File: src/hdl/fdd_pkg.sv
package fdd_pkg;

  localparam int unsigned REM_W   = 48;
  localparam int unsigned POW_W   = 47;
  localparam int unsigned TRIAL_W = 50;
  localparam int unsigned EXP_W   = 7;

  typedef enum logic [2:0] {
    ST_IDLE,
    ST_MUL,
    ST_SHIFT,
    ST_SEARCH,
    ST_DIGIT,
    ST_ROUND,
    ST_FINISH
  } state_e;

  typedef enum logic [2:0] {
    TRIAL_HALF,
    TRIAL_X1,
    TRIAL_X2,
    TRIAL_X4,
    TRIAL_X8
  } trial_e;

  function automatic logic [POW_W-1:0] pow10(input logic [3:0] pos);
    logic [POW_W-1:0] p;
    case (pos)
      4'd0:    p = 47'd100000000000000;
      4'd1:    p = 47'd10000000000000;
      4'd2:    p = 47'd1000000000000;
      4'd3:    p = 47'd100000000000;
      4'd4:    p = 47'd10000000000;
      4'd5:    p = 47'd1000000000;
      4'd6:    p = 47'd100000000;
      4'd7:    p = 47'd10000000;
      4'd8:    p = 47'd1000000;
      4'd9:    p = 47'd100000;
      4'd10:   p = 47'd10000;
      4'd11:   p = 47'd1000;
      4'd12:   p = 47'd100;
      4'd13:   p = 47'd10;
      4'd14:   p = 47'd1;
      default: p = '0;
    endcase
    return p;
  endfunction

  function automatic logic [31:0] scale_factor(input logic [4:0] idx);
    logic [31:0] s;
    case (idx)
      5'd0:    s = 32'd2295887404;
      5'd1:    s = 32'd587747175;
      5'd2:    s = 32'd1504632769;
      5'd3:    s = 32'd3851859889;
      5'd4:    s = 32'd986076132;
      5'd5:    s = 32'd2524354897;
      5'd6:    s = 32'd646234854;
      5'd7:    s = 32'd1654361225;
      5'd8:    s = 32'd4235164736;
      5'd9:    s = 32'd1084202172;
      5'd10:   s = 32'd2775557562;
      5'd11:   s = 32'd710542736;
      5'd12:   s = 32'd1818989404;
      5'd13:   s = 32'd465661287;
      5'd14:   s = 32'd1192092896;
      5'd15:   s = 32'd3051757813;
      5'd16:   s = 32'd781250000;
      5'd17:   s = 32'd2000000000;
      5'd18:   s = 32'd512000000;
      5'd19:   s = 32'd1310720000;
      5'd20:   s = 32'd3355443200;
      5'd21:   s = 32'd858993459;
      5'd22:   s = 32'd2199023256;
      5'd23:   s = 32'd562949953;
      5'd24:   s = 32'd1441151881;
      5'd25:   s = 32'd3689348815;
      5'd26:   s = 32'd944473297;
      5'd27:   s = 32'd2417851639;
      5'd28:   s = 32'd618970020;
      5'd29:   s = 32'd1584563250;
      5'd30:   s = 32'd4056481921;
      default: s = 32'd1038459372;
    endcase
    return s;
  endfunction

  function automatic logic signed [EXP_W-1:0] dec_exp(input logic [4:0] idx);
    logic signed [EXP_W-1:0] e;
    case (idx)
      5'd0:    e = -7'sd36;
      5'd1:    e = -7'sd33;
      5'd2:    e = -7'sd31;
      5'd3:    e = -7'sd29;
      5'd4:    e = -7'sd26;
      5'd5:    e = -7'sd24;
      5'd6:    e = -7'sd21;
      5'd7:    e = -7'sd19;
      5'd8:    e = -7'sd17;
      5'd9:    e = -7'sd14;
      5'd10:   e = -7'sd12;
      5'd11:   e = -7'sd9;
      5'd12:   e = -7'sd7;
      5'd13:   e = -7'sd4;
      5'd14:   e = -7'sd2;
      5'd15:   e = 7'sd0;
      5'd16:   e = 7'sd3;
      5'd17:   e = 7'sd5;
      5'd18:   e = 7'sd8;
      5'd19:   e = 7'sd10;
      5'd20:   e = 7'sd12;
      5'd21:   e = 7'sd15;
      5'd22:   e = 7'sd17;
      5'd23:   e = 7'sd20;
      5'd24:   e = 7'sd22;
      5'd25:   e = 7'sd24;
      5'd26:   e = 7'sd27;
      5'd27:   e = 7'sd29;
      5'd28:   e = 7'sd32;
      5'd29:   e = 7'sd34;
      5'd30:   e = 7'sd36;
      default: e = 7'sd39;
    endcase
    return e;
  endfunction

endpackage

File: src/hdl/fdd_sub_unit.sv
module fdd_sub_unit (
  input  logic [fdd_pkg::REM_W-1:0] rem_i,
  input  logic [3:0]                pos_i,
  input  fdd_pkg::trial_e           mode_i,
  output logic                      ge_o,
  output logic [fdd_pkg::REM_W-1:0] diff_o
);

  logic [fdd_pkg::TRIAL_W-1:0] base;
  logic [fdd_pkg::TRIAL_W-1:0] trial;
  logic [fdd_pkg::TRIAL_W-1:0] rem_ext;
  logic [fdd_pkg::TRIAL_W-1:0] full;

  assign base    = {3'b000, fdd_pkg::pow10(pos_i)};
  assign rem_ext = {2'b00, rem_i};

  always_comb begin
    case (mode_i)
      fdd_pkg::TRIAL_HALF: trial = base >> 1;
      fdd_pkg::TRIAL_X1:   trial = base;
      fdd_pkg::TRIAL_X2:   trial = base << 1;
      fdd_pkg::TRIAL_X4:   trial = base << 2;
      fdd_pkg::TRIAL_X8:   trial = base << 3;
      default:             trial = base;
    endcase
  end

  assign full   = rem_ext - trial;
  assign ge_o   = (rem_ext >= trial);
  assign diff_o = full[fdd_pkg::REM_W-1:0];

endmodule

File: src/hdl/float_to_decimal_digits_core.sv
// channel  direction  handshake                 payload
// input    in         start high, busy low      float_bits_i, precision_i, max_decimals_i
// result   out        done_o strobe, one cycle  digits_o, digit_count_o, exponent_o, flags
//
// a zero input goes straight to the finish step for its result beat; any other input passes
// through multiply, shift, up to 15 leading-zero compares, four compare-subtract steps per
// digit (no compare-subtract for digits past the units place), then a round check and finish
// busy is low in the result cycle, so the next beat can be taken at the result edge
// all compares and subtracts share one 50-bit compare-subtract unit
// reset clears the sequencer and the strobe; the receiver cannot stall the result
module float_to_decimal_digits_core (
  input  logic              clk_i,
  input  logic              rst_ni,
  input  logic              start,
  output logic              busy,
  input  logic [31:0]       float_bits_i,
  input  logic [7:0]        precision_i,
  input  logic [5:0]        max_decimals_i,
  output logic              done_o,
  output logic [31:0]       digits_o,
  output logic [3:0]        digit_count_o,
  output logic signed [6:0] exponent_o,
  output logic              is_negative_o,
  output logic              is_zero_o,
  output logic              is_infinite_o,
  output logic              is_nan_o,
  output logic              carried_o
);

  fdd_pkg::state_e state_q, state_d;

  logic [23:0]                     frac_q, frac_d;
  logic [2:0]                      se3_q, se3_d;
  logic [31:0]                     scale_q, scale_d;
  logic [55:0]                     prod_q, prod_d;
  logic [fdd_pkg::REM_W-1:0]       rem_q, rem_d;
  logic signed [fdd_pkg::EXP_W-1:0] x10_q, x10_d;
  logic [4:0]                      pos_q, pos_d;
  logic [2:0]                      k_q, k_d;
  logic [3:0]                      n_q, n_d;
  logic [1:0]                      bit_q, bit_d;
  logic [2:0]                      quo_q, quo_d;
  logic [31:0]                     dig_q, dig_d;
  logic [2:0]                      prec_q, prec_d;
  logic [5:0]                      md_q, md_d;
  logic                            rnd_q, rnd_d;
  logic                            neg_q, neg_d;
  logic                            zero_q, zero_d;
  logic                            inf_q, inf_d;
  logic                            nan_q, nan_d;

  logic                            done_q, done_d;
  logic [31:0]                     out_dig_q, out_dig_d;
  logic [3:0]                      out_cnt_q, out_cnt_d;
  logic signed [6:0]               out_exp_q, out_exp_d;
  logic                            out_carry_q, out_carry_d;

  fdd_pkg::trial_e                 mode;
  logic                            ge;
  logic [fdd_pkg::REM_W-1:0]       diff;

  logic                            accept;
  logic                            past_units;
  logic                            last_digit;
  logic [7:0]                      ef;
  logic [22:0]                     frac_in;
  logic [7:0]                      se;
  logic [55:0]                     shifted;
  logic [7:0]                      lim;
  logic [3:0]                      n_sel;
  logic [31:0]                     inc_dig;
  logic                            inc_carry;
  logic                            c;
  logic [3:0]                      nib;

  assign busy       = (state_q != fdd_pkg::ST_IDLE);
  assign accept     = start && !busy;
  assign ef         = float_bits_i[30:23];
  assign frac_in    = float_bits_i[22:0];
  assign se         = (ef != 8'd0) ? ef : 8'd1;
  assign past_units = (pos_q > 5'd14);
  assign last_digit = ({1'b0, k_q} == n_q - 4'd1);
  assign shifted    = prod_q >> (4'd15 - {1'b0, se3_q});

  always_comb begin
    case (state_q)
      fdd_pkg::ST_SEARCH: mode = fdd_pkg::TRIAL_X1;
      fdd_pkg::ST_ROUND:  mode = fdd_pkg::TRIAL_HALF;
      fdd_pkg::ST_DIGIT: begin
        case (bit_q)
          2'd3:    mode = fdd_pkg::TRIAL_X8;
          2'd2:    mode = fdd_pkg::TRIAL_X4;
          2'd1:    mode = fdd_pkg::TRIAL_X2;
          default: mode = fdd_pkg::TRIAL_X1;
        endcase
      end
      default:            mode = fdd_pkg::TRIAL_X1;
    endcase
  end

  fdd_sub_unit u_sub (
    .rem_i  (rem_q),
    .pos_i  (pos_q[3:0]),
    .mode_i (mode),
    .ge_o   (ge),
    .diff_o (diff)
  );

  // digit count from the final exponent
  always_comb begin
    lim = {2'b00, md_q} + (x10_q[6] ? 8'd0 : {1'b0, x10_q});
    if (md_q == 6'd0) begin
      n_sel = {1'b0, prec_q} + 4'd1;
    end else if ({5'b0, prec_q} < lim) begin
      n_sel = {1'b0, prec_q};
    end else begin
      n_sel = lim[3:0];
    end
    if (n_sel == 4'd0) begin
      n_sel = 4'd1;
    end
  end

  // round-half-up increment of the last digit
  always_comb begin
    inc_dig = dig_q;
    c       = 1'b0;
    nib     = 4'd0;
    for (int i = 7; i >= 0; i--) begin
      if (4'(i) == n_q - 4'd1) begin
        c = rnd_q;
      end
      nib = inc_dig[28-4*i +: 4];
      if (c) begin
        if (nib == 4'd9) begin
          nib = 4'd0;
        end else begin
          nib = nib + 4'd1;
          c   = 1'b0;
        end
      end
      inc_dig[28-4*i +: 4] = nib;
    end
    inc_carry = c;
    if (c) begin
      inc_dig[31:28] = 4'd1;
    end
  end

  always_comb begin
    state_d = state_q;
    case (state_q)
      fdd_pkg::ST_IDLE: begin
        if (accept) begin
          state_d = (ef == 8'd0 && frac_in == 23'd0) ? fdd_pkg::ST_FINISH
                                                     : fdd_pkg::ST_MUL;
        end
      end
      fdd_pkg::ST_MUL:    state_d = fdd_pkg::ST_SHIFT;
      fdd_pkg::ST_SHIFT:  state_d = fdd_pkg::ST_SEARCH;
      fdd_pkg::ST_SEARCH: begin
        if (ge || pos_q == 5'd14) begin
          state_d = fdd_pkg::ST_DIGIT;
        end
      end
      fdd_pkg::ST_DIGIT: begin
        if ((past_units || bit_q == 2'd0) && last_digit) begin
          state_d = fdd_pkg::ST_ROUND;
        end
      end
      fdd_pkg::ST_ROUND:  state_d = fdd_pkg::ST_FINISH;
      fdd_pkg::ST_FINISH: state_d = fdd_pkg::ST_IDLE;
      default:            state_d = fdd_pkg::ST_IDLE;
    endcase
  end

  always_comb begin
    frac_d      = frac_q;
    se3_d       = se3_q;
    scale_d     = scale_q;
    prod_d      = prod_q;
    rem_d       = rem_q;
    x10_d       = x10_q;
    pos_d       = pos_q;
    k_d         = k_q;
    n_d         = n_q;
    bit_d       = bit_q;
    quo_d       = quo_q;
    dig_d       = dig_q;
    prec_d      = prec_q;
    md_d        = md_q;
    rnd_d       = rnd_q;
    neg_d       = neg_q;
    zero_d      = zero_q;
    inf_d       = inf_q;
    nan_d       = nan_q;
    done_d      = 1'b0;
    out_dig_d   = out_dig_q;
    out_cnt_d   = out_cnt_q;
    out_exp_d   = out_exp_q;
    out_carry_d = out_carry_q;
    case (state_q)
      fdd_pkg::ST_IDLE: begin
        if (accept) begin
          frac_d  = {(ef != 8'd0), frac_in};
          se3_d   = se[2:0];
          scale_d = fdd_pkg::scale_factor(se[7:3]);
          x10_d   = fdd_pkg::dec_exp(se[7:3]);
          prec_d  = (precision_i > 8'd7) ? 3'd7 : precision_i[2:0];
          md_d    = max_decimals_i;
          neg_d   = float_bits_i[31];
          zero_d  = (ef == 8'd0 && frac_in == 23'd0);
          inf_d   = (ef == 8'hff && frac_in == 23'd0);
          nan_d   = (ef == 8'hff && frac_in != 23'd0);
          pos_d   = 5'd0;
          k_d     = 3'd0;
          bit_d   = 2'd3;
          quo_d   = 3'd0;
          dig_d   = 32'd0;
          rnd_d   = 1'b0;
        end
      end
      fdd_pkg::ST_MUL: begin
        prod_d = {32'd0, frac_q} * {24'd0, scale_q};
      end
      fdd_pkg::ST_SHIFT: begin
        rem_d = shifted[fdd_pkg::REM_W-1:0];
      end
      fdd_pkg::ST_SEARCH: begin
        if (ge || pos_q == 5'd14) begin
          n_d = n_sel;
        end else begin
          pos_d = pos_q + 5'd1;
          x10_d = x10_q - 7'sd1;
        end
      end
      fdd_pkg::ST_DIGIT: begin
        if (past_units) begin
          if (!last_digit) begin
            k_d   = k_q + 3'd1;
            pos_d = pos_q + 5'd1;
          end
        end else begin
          if (ge) begin
            rem_d = diff;
          end
          if (bit_q != 2'd0) begin
            quo_d = {quo_q[1:0], ge};
            bit_d = bit_q - 2'd1;
          end else begin
            for (int i = 0; i < 8; i++) begin
              if (k_q == 3'(i)) begin
                dig_d[28-4*i +: 4] = {quo_q, ge};
              end
            end
            quo_d = 3'd0;
            bit_d = 2'd3;
            if (!last_digit) begin
              k_d   = k_q + 3'd1;
              pos_d = pos_q + 5'd1;
            end
          end
        end
      end
      fdd_pkg::ST_ROUND: begin
        rnd_d = (pos_q < 5'd14) && ge;
      end
      fdd_pkg::ST_FINISH: begin
        done_d = 1'b1;
        if (zero_q) begin
          out_dig_d   = 32'd0;
          out_cnt_d   = {1'b0, prec_q} + 4'd1;
          out_exp_d   = 7'sd0;
          out_carry_d = 1'b0;
        end else begin
          out_dig_d   = inc_dig;
          out_cnt_d   = n_q;
          out_exp_d   = x10_q + {6'd0, inc_carry};
          out_carry_d = inc_carry;
        end
      end
      default: begin
      end
    endcase
  end

  always_ff @(posedge clk_i or negedge rst_ni) begin
    if (!rst_ni) begin
      state_q <= fdd_pkg::ST_IDLE;
      done_q  <= 1'b0;
    end else begin
      state_q <= state_d;
      done_q  <= done_d;
    end
  end

  always_ff @(posedge clk_i) begin
    frac_q      <= frac_d;
    se3_q       <= se3_d;
    scale_q     <= scale_d;
    prod_q      <= prod_d;
    rem_q       <= rem_d;
    x10_q       <= x10_d;
    pos_q       <= pos_d;
    k_q         <= k_d;
    n_q         <= n_d;
    bit_q       <= bit_d;
    quo_q       <= quo_d;
    dig_q       <= dig_d;
    prec_q      <= prec_d;
    md_q        <= md_d;
    rnd_q       <= rnd_d;
    neg_q       <= neg_d;
    zero_q      <= zero_d;
    inf_q       <= inf_d;
    nan_q       <= nan_d;
    out_dig_q   <= out_dig_d;
    out_cnt_q   <= out_cnt_d;
    out_exp_q   <= out_exp_d;
    out_carry_q <= out_carry_d;
  end

  assign done_o        = done_q;
  assign digits_o      = out_dig_q;
  assign digit_count_o = out_cnt_q;
  assign exponent_o    = out_exp_q;
  assign is_negative_o = neg_q;
  assign is_zero_o     = zero_q;
  assign is_infinite_o = inf_q;
  assign is_nan_o      = nan_q;
  assign carried_o     = out_carry_q;

endmodule
File: config.mk
export PLATFORM = sky130hd
export DESIGN_NAME = float_to_decimal_digits_core
export DESIGN_NICKNAME = d
export VERILOG_FILES = /design/src/hdl/fdd_pkg.sv /design/src/hdl/fdd_sub_unit.sv /design/src/hdl/float_to_decimal_digits_core.sv
export SDC_FILE = /design/constraint.sdc
export NUM_CORES = 2
export LEC_CHECK = 0
export BUFFER_PORTS_ARGS = -buffer_cell sky130_fd_sc_hd__buf_2
export CORE_UTILIZATION = 50
export CTS_CLUSTER_SIZE = 25
export DETAILED_ROUTE_END_ITERATION = 8
export GPL_TIMING_DRIVEN = 0
export PLACE_DENSITY = 0.66
export SYNTH_ARGS = -nofsm -noshare
export SYNTH_HDL_FRONTEND = slang
export SYNTH_SLANG_ARGS = --single-unit
File: constraint.sdc
create_clock -name clk_i -period 8.4 [get_ports clk_i]
set_input_delay 1.26 -clock clk_i [delete_from_list [all_inputs] [get_ports clk_i]]
set_output_delay 1.26 -clock clk_i [all_outputs]
set_load 0.005 [all_outputs]
[Word-level counts from Yosys, hierarchy flattened]
Memory sizes are Yosys's and may differ from the RTL's. A register that Yosys moved wholly into a read port is not among the register bits.
Cells that the tools add are included.
Word-level totals
  register bits: 249
  bits in read-only memories: 1968
  input bits: 49
  output and inout port bits: 50
  logic and storage cells: 252
  memories: 3
Operators by class
  add/subtract/negate cells: 18
  multiply operators: 1
  magnitude comparators: 5
  equal/unequal tests: 53
  shifts and indexed selects: 1
  multiplexer cells: 94
  reductions and logical operators: 45
Memory list
  (name not given): words 32, bits a word 32, rd ports 1, clocked after memory_dff 1, write ports 0, RTL line fdd_pkg.sv:51  | case (idx)
  (name not given): words 16, bits a word 45, rd ports 1, clocked after memory_dff 1, write ports 0, RTL line fdd_pkg.sv:28  | case (pos)
  (name not given): words 32, bits a word 7, rd ports 1, clocked after memory_dff 0, write ports 0, RTL line fdd_pkg.sv:90  | case (idx)
Operators by type and width (number)
  $pmux 50 s4: 1
  $mux 4: 28
  $mux 32: 3
  $mux 48: 2
  $pmux 48 s2: 1
  $pmux 32 s2: 1
  $mul 24x32->56: 1
  $shr 56x4->48: 1
  $ge 48x50->1: 1
  $sub 48x48->48: 1
  $reduce_and 5->1: 8
  $add 4x1->4 const B: 8
  $eq 4x4->1 const B: 8
  $mux 3: 10
  $ne 2x2->1 const B: 15
  $mux 1: 27
  $mux 5: 5
  $eq 3x3->1 const B: 8
  $logic_not 23->1: 1
  $reduce_bool 23->1: 1
  $eq 3x2->1 const B: 6
  $pmux 3 s2: 3
  $pmux 3 s6: 1
  $eq 3x4->1 const A: 4
  other kinds (46): 72

[Longest topological paths before layout]
  word-level depth: 19
  gate-level depth with buffers: 28
  depth with buffers taken out: 26

[By module]
Synthesis repeated with hierarchy kept, for this count alone.
Unflattened totals
  cells, all modules: 4870
  area, all modules: 44128.6 µm²
Modules (own cells, without submodules)
  float_to_decimal_digits_core: instances 1, cells an instance 4024, area an instance 38785.9 µm², sequential area each 8177.8 µm²
  fdd_sub_unit: instances 1, cells an instance 846, area an instance 5342.6 µm², sequential area each 0.0 µm²

[Worst setup path after synthesis]
No wires, ideal clock.
  path kind: reg2reg
  start point: register scale_q[27]
  end point: register prod_q[55], data pin
  library setup time: 0.260 ns
  data arrival time: 6.911 ns
  data required time: 8.140 ns
  setup slack: 1.229 ns
  cell stages (with the launch flop): 28
  path buffers: 2
  period minus slack after synthesis: 7.171 ns
  cell sequence: edfxtp_1 -> clkbuf_1 -> nand2_1 -> fa_1 -> inv_1 -> fa_1 -> inv_1 -> fa_1 -> fa_1 -> inv_1 -> fa_1 -> fa_1 -> inv_1 -> fa_1 -> inv_1 -> ha_1 -> buf_2 -> a211o_1 -> a311oi_1 -> o21bai_1 -> a211oi_1 -> o21ai_0 -> o21ai_1 -> a21oi_1 -> a211o_1 -> or3_1 -> a31oi_1 -> xnor2_1
Between the ends
  word-level cells in the longest chain between the ends: 1
RTL lines
  start, declared: RTL line float_to_decimal_digits_core.sv:34  | logic [31:0] scale_q, scale_d;
  $mul 24x32->56: RTL line float_to_decimal_digits_core.sv:224  | prod_d = {32'd0, frac_q} * {24'd0, scale_q};
  end signal, assigned: RTL line float_to_decimal_digits_core.sv:301  | prod_q <= prod_d;
  end, declared: RTL line float_to_decimal_digits_core.sv:35  | logic [55:0] prod_q, prod_d;
Every way passes these cells.
A chain may end at the register's enable or synchronous reset.

[Worst setup path after layout]
  start point: register frac_q[8]
  end point: register prod_q[55], data pin
Between the ends
  word-level cells in the longest chain between the ends: 1
RTL lines
  start, declared: RTL line float_to_decimal_digits_core.sv:32  | logic [23:0] frac_q, frac_d;
  start signal, assigned: RTL line float_to_decimal_digits_core.sv:298  | frac_q <= frac_d;
  $mul 24x32->56: RTL line float_to_decimal_digits_core.sv:224
Every way passes these cells.

==> results by group <==
Floorplanning
  – Die area: 90100 µm²
  – Chip width: 300 µm
  – Row Count: 108
  – Die span in y: 300 µm
  – Starting Density: 0.508
  – Core Area: 87400 µm²
  – I/O pin cnt: 99

Setup path
  – Worst Path Max Fanout: 10
  – Startpoint types: flop
  – WP data required: 8.79 ns
  – Crit. End Element: flop
  – WS Path Type: reg2reg
  – WP data arrival: 8.68 ns
  – Depth of the most critical reg-to-reg path: 25

Timing
  – Worst Tran Pin Value: 1.23 ns
  – TNS Setup: 0 ns
  – Slew margin rel.: 0.167
  – FMAX: between 100 and 150 MHz
  – Slew Limit Fails: 0
  – Final hold violation count: 0
  – Worst setup slack after layout: 0.109 ns
  – Min Tclk post-route: 8.29 ns
  – Unrepaired setup endpoints after global routing: no
  – Tcrit/Tclk final: 0.987
  – Clk_skew: roughly 0.07 ns
  – Setup-failing EPs final: 0

GRT
  – First-pass GRT wire length: 236000 µm
  – Largest net degree at the start of global routing: 61
  – Total gr overflow: 0
  – Vias in the first global route: around 37000
  – Initial antenna violation count: 6
  – GRT Resource Usage Total: 0.355

Routing
  – Drt pass-1 iters: 7
  – Via count: 36400
  – Post-Route WL: 159000 µm
  – Routed Antenna Nets: 0
  – Wire per inst: ~25 µm
  – Via density: about 5.8
  – Starting DRT DRC Count: 3731
  – DRC violations left: 0

Synth
  – Most frequent cell after synthesis: inv_1
  – Multiplexer share of the synthesized area: 0.0294
  – Largest family of logic cells by synthesized area: adder cells
  – Synth Area in Simple Gates: 0.175
  – Distinct cells, synth: 92
  – Post-synthesis adder-cell area fraction: 0.372
  – Post-synth EDFFs: 269
  – Mean Syn Cell Area: 9.11 µm²
  – Synth top area share: 0.297
  – Cells after synthesis: just under 5000
  – Yosys Warn Count: 0
  – Compound-Gate Fraction of Synth Area: 0.109
  – Synth cell count leaders: 761 x inv_1, 703 x nand2_1, 659 x fa_1
  – Yosys top cell by area: fa_1
  – FFs w/ async S/R, synth: 0.0127
  – Post-synthesis register bit count: between 300 and 400
  – Synth Net Count: 5853
  – Post-synthesis sequential area ratio: 0.202
  – Top post-synthesis cells by area: fa_1 30%, edfxtp_1 18%, ha_1 7.5%
  – Cell Area, Synth: 44500 µm²
  – Top FF cell, synth: edfxtp_1
  – Synth Area in XOR/XNOR: 0.0227

Placed design
  – GPL Wtd Cong: 0.996
  – Pre-CTS setup slack: -0.544 ns
  – Hpwl dp: 126000 µm
  – I/O Buffers: 97

Min path
  – Hold Crit Class: in2async

Clock tree
  – CTS Buffer Depth: 3
  – Clk_lat worst skew: 0.65 ns
  – H-tree depth reported by CTS: 2
  – Total CTS buffers: 40
  – CTS root buf: clkbuf_16
  – Clk sinks: roughly 310
  – Post-CTS Hold Fix Bufs: 0
  – Clock-pin slew on the worst setup and hold paths: 0.06 ns
  – CTS tree: yes

Run status
  – Status: completed

Final layout
  – Core Util, Final: 0.556
  – Final layout net count: 6035
  – Share of cells above drive strength 1: 0.0835
  – Area grow syn2layout: 9.27%

Run
  – Maxcap violations: 0
[routing by layer]
| metal | vias up | track usage | routed length, µm |
|---|---|---|---|
| met5 | - | 0 | 25 |
| met4 | 4 | 0.194 | 10300 |
| met3 | 418 | 0.0920 | 15900 |
| met2 | 1821 | 0.543 | 69600 |
| met1 | 18100 | 0.462 | 62800 |
| li1 | 16100 | - | - |
[flip-flops by register name, summed over array words and instances (netlist names), 2 cells and up]
name,cells
bit_q,2
dig_q,32
digit_count_o,4
digits_o,32
exponent_o,7
frac_q,24
k_q,3
md_q,6
n_q,4
pos_q,5
prec_q,3
prod_q,48
quo_q,3
rem_q,48
scale_q,32
se3_q,3
state_q,3
u_sub.base,41
x10_q,7
[path summary, 6_finish.rpt]
kind | start | to | slack, ns
min in group clk_i | bit_q[0] | bit_q[0] | 0.63
worst min register to register | bit_q[0] | bit_q[0] | 0.63
worst min-delay path | rst_ni | state_q[1] | 0.42
max in group asynchronous | rst_ni | done_o | 7.80
worst max-delay path | frac_q[8] | prod_q[55] | 0.11
worst max register to register | frac_q[8] | prod_q[55] | 0.11
[per-stage QoR]
stage	hold WS [ns]	cells	area, µm²
after floorplan	0.552	4878	44500
after global placement	0.581	6130	46400
after detailed placement	0.616	6138	46500
after CTS	0.385	6227	48300
after global routing	0.412	6244	48600
final	0.420	6245	48600
[worst max-delay path, stage by stage, from the launching register on]
cell,delay [ns]
edfxtp_1,0.65
clkbuf_2,0.49
and2_1,0.21
fa_1,0.48
fa_1,0.53
inv_1,0.05
fa_1,0.46
fa_1,0.51
inv_1,0.05
fa_1,0.52
fa_1,0.53
inv_1,0.05
fa_1,0.56
inv_1,0.07
ha_1,0.35
a21o_1,0.21
a311oi_1,0.33
o21bai_1,0.18
a211oi_1,0.25
o21ai_1,0.18
o21ai_2,0.27
a21oi_2,0.15
a211o_1,0.33
or3_1,0.35
a31oi_1,0.22
xnor2_1,0.08
[placed cells by master (no fill, tap or decap), types with 14 or more instances in the layout]
cell / netlist / final
nand4_1: 17 / 17
o21ai_0: 199 / 198
nor2_1: 208 / 207
nand2b_1: 22 / 22
a211oi_1: 27 / 27
a221oi_1: 40 / 40
mux2i_1: 65 / 65
edfxtp_1: 269 / 269
o21a_1: 20 / 20
clkbuf_2: 1 / 78
buf_2: 8 / 125
mux4_2: 18 / 18
ha_1: 267 / 267
buf_4: 3 / 32
clkbuf_16: 0 / 41
xnor2_1: 70 / 70
nor2b_1: 63 / 63
nor3_1: 39 / 39
clkbuf_4: 0 / 18
clkbuf_1: 253 / 139
buf_1: 18 / 16
a21oi_1: 231 / 230
dfxtp_1: 41 / 41
inv_1: 761 / 760
a31oi_1: 34 / 34
o22ai_1: 14 / 14
fa_1: 659 / 658
a21o_1: 66 / 66
and2_1: 406 / 406
xor2_1: 45 / 45
and3_1: 33 / 33
nand3_1: 44 / 44
mux2_2: 15 / 15
o21bai_1: 16 / 16
nand2_1: 703 / 703
[final cells by class]
cell class | count | area [µm²]
Clock inverter | 24 | 333
Fill cell | 8039 | 38900
Tap cell | 1155 | 1450
Timing Repair Buffer | 143 | 1050
Sequential cell | 314 | 9000
Multi-Input combinational cell | 3513 | 31500
Inverter | 764 | 2870
Buffer | 284 | 1320
Antenna cell | 1 | 2.50
Clock buffer | 47 | 1070
[logic make-up (layout without fill, tap and decap cells)]
group | count (synthesis) | count (layout)
adders and majority gates | 926 | 926
DFF | 314 | 314
and+or+nand+nor | 1607 | 1607
other | 0 | 1
xor gates and xnor gates | 115 | 115
AOI/OAI and AO/OA | 762 | 762
muxes | 103 | 103
buffers and inverters | 1051 | 1262
[repair_timing]
| item | CTS | global route |
|---|---|---|
| pin swaps | 0 | 1 |
| resized for setup | 104 | 103 |
| cloned | 0 | 0 |
| setup endpoints to repair | 10 | 10 |
| buffers inserted | 18 | 20 |
Power is left out: the tool's default activity adds up to more than one toggle a clock period on the data nets, which glitch-free logic cannot reach.
